--- config.mk ---
export PLATFORM = sky130hd
export DESIGN_NAME = mjq_ram
export DESIGN_NICKNAME = d
export VERILOG_FILES = /design/src/mjq_ram.sv
export SDC_FILE = /design/constraint.sdc
export NUM_CORES = 2
export LEC_CHECK = 0
export BUFFER_PORTS_ARGS = -buffer_cell sky130_fd_sc_hd__buf_4
export CAP_MARGIN = 20
export CORE_MARGIN = 3
export CORE_UTILIZATION = 25
export DETAILED_ROUTE_END_ITERATION = 10
export SLEW_MARGIN = 10
export SYNTH_ARGS = -nofsm -noshare
export SYNTH_HDL_FRONTEND = slang
export SYNTH_SLANG_ARGS = --single-unit
--- constraint.sdc ---
create_clock -name clk_i -period 3.2 [get_ports clk_i]
set_clock_uncertainty 0.05 [all_clocks]
set_input_delay 0.16 -clock clk_i [delete_from_list [all_inputs] [get_ports clk_i]]
set_output_delay 0.16 -clock clk_i [all_outputs]
set_load 0.02 [all_outputs]
--- src/mjq_ram.sv ---
// Single-port-write, single-port-read synchronous RAM with registered read data.
`timescale 1ns / 1ps
module mjq_ram #(
  parameter int unsigned Width = 8,
  parameter int unsigned Depth = 256
) (
  input  logic                     clk_i,
  input  logic                     we_i,
  input  logic [$clog2(Depth)-1:0] waddr_i,
  input  logic [Width-1:0]         wdata_i,
  input  logic                     re_i,
  input  logic [$clog2(Depth)-1:0] raddr_i,
  output logic [Width-1:0]         rdata_o
);

  logic [Width-1:0] mem [Depth];
  logic [Width-1:0] rdata_q;

  always_ff @(posedge clk_i) begin
    if (we_i) begin
      mem[waddr_i] <= wdata_i;
    end
  end

  // Hold read data until the next read.
  always_ff @(posedge clk_i) begin
    if (re_i) begin
      rdata_q <= mem[raddr_i];
    end
  end

  assign rdata_o = rdata_q;

endmodule

==> metrics.txt <==
status=complete, no violations; Top Family by Delay on Critical Path=simple AND/OR/NAND/NOR gates; Crit path arrival time=3470 ps; Resized Gates After CTS=0; clk_lat worst skew=approximately 850 ps; Syn Area/Cell=approximately 21 um^2; worst reg-to-reg path cell count=7; DP HPWL=129000 um; Cell Area, Synth=~0.080 mm^2; all-layer global routing usage=0.123; worst vdd rail ir drop=~0.00049 V; Final Hold Vio Count=0; Worst EP required=3730 ps; Final nets=approximately 4.2k; total power=~56 mW; WL final=between 200000 and 250000 um; Startpoint Class=flip-flop; dpl cell area=0.0872 mm^2; WL/cell=between 20 and 25 um; slew at the pin closest to its max-slew limit=~1200 ps; I/O Buffers=34; max_cap viols=0; number of synthesized register bits=around 2.1k; max-slew violations=0; YS warnings=0; Root Buffer=clkbuf_16; nature of the critical path endpoint=flip-flop; Layout Cell Area excl Fill=approximately 0.094 mm^2; CTS tree=yes; Largest stage delay, worst path=700 ps; Initial Util=0.252; Clk pin slew, worst setup/hold paths=60 ps; Syn Nets=around 3.8k; Die W=around 570 um; # rows=roughly 200; Tcrit/Tclk final=0.918; setup violators final=0; ys async rst share=0; sequential-to-total area share from yosys stat=0.775; worst reg2reg endpoint=rdata_o[4]; pin count of the biggest net entering global routing=between 100 and 150; HP Start=waddr_i[3]; Worst slew margin=0.199; CTS Buffer Depth=3; Hold Path Cell Cnt=3; total vias in the final route=~40k; H-Tree Level Count=4; io pins=35; Pleak=28.9 nW; layout cells sized above 1=0.271; DRT iter0 DRCs=4074; Vias/cell=4.69; vias in the first global route=40.5k; P&R area growth vs syn=18.1%; WHS Endpoint=mem[174][6]; final cell count without fillers=between 8k and 9k; RePlAce Congestion=0.823; Post-DRT Antenna Nets=0; crit path max-delay cell type=a211oi_1; Tmin final=2940 ps; initial antenna violation count=11; number of synthesized flops with an enable pin=2056; Die Span Y=roughly 570 um; total gr overflow=0; critical path depth=7; CP Cell Sequence=mux4_2 -> nor2b_1 -> a211oi_1 -> nor3_1 -> nor4_1 -> buf_4 -> nor4_1; area of the core=between 0.3 and 0.4 mm^2; RSZ-0062 raised after global routing=no; worst path buffer plus inverter count=1; Top FF cell, synth=edfxtp_1; drt first pass iters=5; DRC violations left=0; total placed cells including tap cells=a little over 8k; clock buffer count from CTS=approximately 210; CP dominant cell by count=nor4_1; Power Dens Cells=598 mW/mm^2; Hold WC Path Type=primary input to flip-flop; Worst R2R Start=mem[100][4]; Die Area=0.325 mm^2; Post-Synthesis Cells=between 3k and 4k; R2R Setup Slk=about 260 ps; Synth cell types=54; crit-path max FO=1; first-pass GRT wire length=295000 um; critical path class=flip-flop to flip-flop; clock sink count=approximately 2.1k; Highest Clock Rate=between 300 and 400 MHz; CP Launch Point=mem[100][4]
==> cells in the mapped netlist, types with 3 or more instances <==
| cell type | n | area (um^2) |
|---|---|---|
| a211oi_1 | 16 | 120 |
| a21oi_1 | 96 | 480 |
| a221oi_1 | 13 | 114 |
| a22o_1 | 8 | 70.1 |
| a22oi_1 | 133 | 998 |
| and2_1 | 6 | 37.5 |
| buf_1 | 22 | 82.6 |
| buf_12 | 8 | 160 |
| buf_2 | 31 | 155 |
| buf_4 | 27 | 203 |
| buf_6 | 21 | 236 |
| buf_8 | 13 | 195 |
| clkbuf_1 | 111 | 417 |
| edfxtp_1 | 2056 | 61700 |
| mux2i_1 | 134 | 1340 |
| mux4_2 | 454 | 10200 |
| nand2_1 | 33 | 124 |
| nand2b_1 | 8 | 50.1 |
| nand3_1 | 34 | 170 |
| nand4_1 | 10 | 62.6 |
| nor2_1 | 282 | 1060 |
| nor2b_1 | 31 | 194 |
| nor3_1 | 22 | 110 |
| nor4_1 | 24 | 150 |
| nor4_2 | 3 | 37.5 |
| o211ai_1 | 10 | 75.1 |
| o21ai_0 | 10 | 50.1 |
| o221ai_1 | 46 | 403 |
| o22a_1 | 5 | 43.8 |
| o22ai_1 | 28 | 175 |
| o32ai_1 | 4 | 35.0 |
| or2_2 | 4 | 25.0 |
==> cells in the final DEF, fill, tap and decap left out, drive strengths merged, types with 14 or more instances in the layout <==
| cell | netlist | final |
|---|---|---|
| o22ai | 28 | 28 |
| a22oi | 133 | 133 |
| clkbuf | 111 | 258 |
| nand3 | 34 | 34 |
| nor3 | 22 | 22 |
| o221ai | 47 | 47 |
| dlygate4sd3 | 0 | 17 |
| nor2 | 282 | 282 |
| buf | 122 | 414 |
| nor4 | 27 | 27 |
| nor2b | 31 | 31 |
| a21oi | 96 | 96 |
| a211oi | 16 | 16 |
| mux2i | 134 | 134 |
| bufinv | 0 | 15 |
| mux4 | 456 | 456 |
| clkinv | 1 | 101 |
| edfxtp | 2056 | 2056 |
| a221oi | 14 | 14 |
| nand2 | 33 | 33 |
==> report_power, final <==
part / total [mW] / internal, mW / switching, mW
Combinational: 2.89 / 1.06 / 1.82
Clock: 23.6 / 13.4 / 10.2
Sequential: 29.7 / 29.7 / 0.0431
Total: 56.2 / 44.1 / 12.1
==> final cells by class <==
| type | count | area [um^2] |
|---|---|---|
| Clock buffer | 257 | 5470 |
| Antenna cell | 5 | 12.5 |
| Tap cell | 4160 | 5200 |
| Multi-Input combinational cell | 1442 | 16500 |
| Inverter | 2 | 7.51 |
| Sequential cell | 2056 | 61700 |
| Fill cell | 30500 | 222000 |
| Timing Repair Buffer | 432 | 3970 |
| Clock inverter | 125 | 1130 |
==> what timing repair did <==
action	in CTS	in global routing
endpoints found under the hold margin	878	0
hold buffers	17	0
setup buffers	0	0
==> through the flow <==
stage | setup WS, ps | utilization | TNS, ps | hold WS [ps]
after CTS | 293 | 0.298 | 0 | 10.4
final | 262 | 0.298 | 0 | 87.7
after global placement | -509 | 0.276 | -1430 | 518
after floorplan | 914 | - | 0 | 209
after detailed placement | -239 | 0.276 | -1030 | 517
after global routing | 253 | 0.298 | 0 | 55.5
==> registers in the layout (all words and copies together) (netlist names) <==
name / flops
rdata_o: 8
mem: 2048
==> how the worst max path moves through the flow <==
| stage | endpoint | slack, ps |
|---|---|---|
| final | rdata_o[4] | 260 |
| after detailed placement | rdata_o[3] | -240 |
| after CTS | rdata_o[3] | 290 |
| after global routing | rdata_o[3] | 250 |
| after global placement | rdata_o[0] | -510 |
| after floorplan | rdata_o[2] | 910 |
==> worst reg2reg max path, stage by stage (launching register included) <==
cell      delay, ps
edfxtp_1        370
mux4_2          470
nor2b_1         150
a211oi_1        700
nor3_1          160
nor4_1          530
buf_4           210
nor4_1           40
==> routing by layer <==
layer / global-route usage / share of wire
met5: 0 / 0.000064
met4: 0.0333 / 0.025
met3: 0.0207 / 0.071
met2: 0.201 / 0.49
met1: 0.169 / 0.42
==> kinds of logic (layout without fill, tap and decap cells) <==
group           after synthesis  after routing  synth area share
buf+inv                     235            816            0.0183
simple gates                466            466            0.0263
compound gates              385            385            0.0342
mux                         591            591             0.146
other cells                   0              5                 0
flops                      2056           2056             0.775
Power figures use the tool's default switching activity.
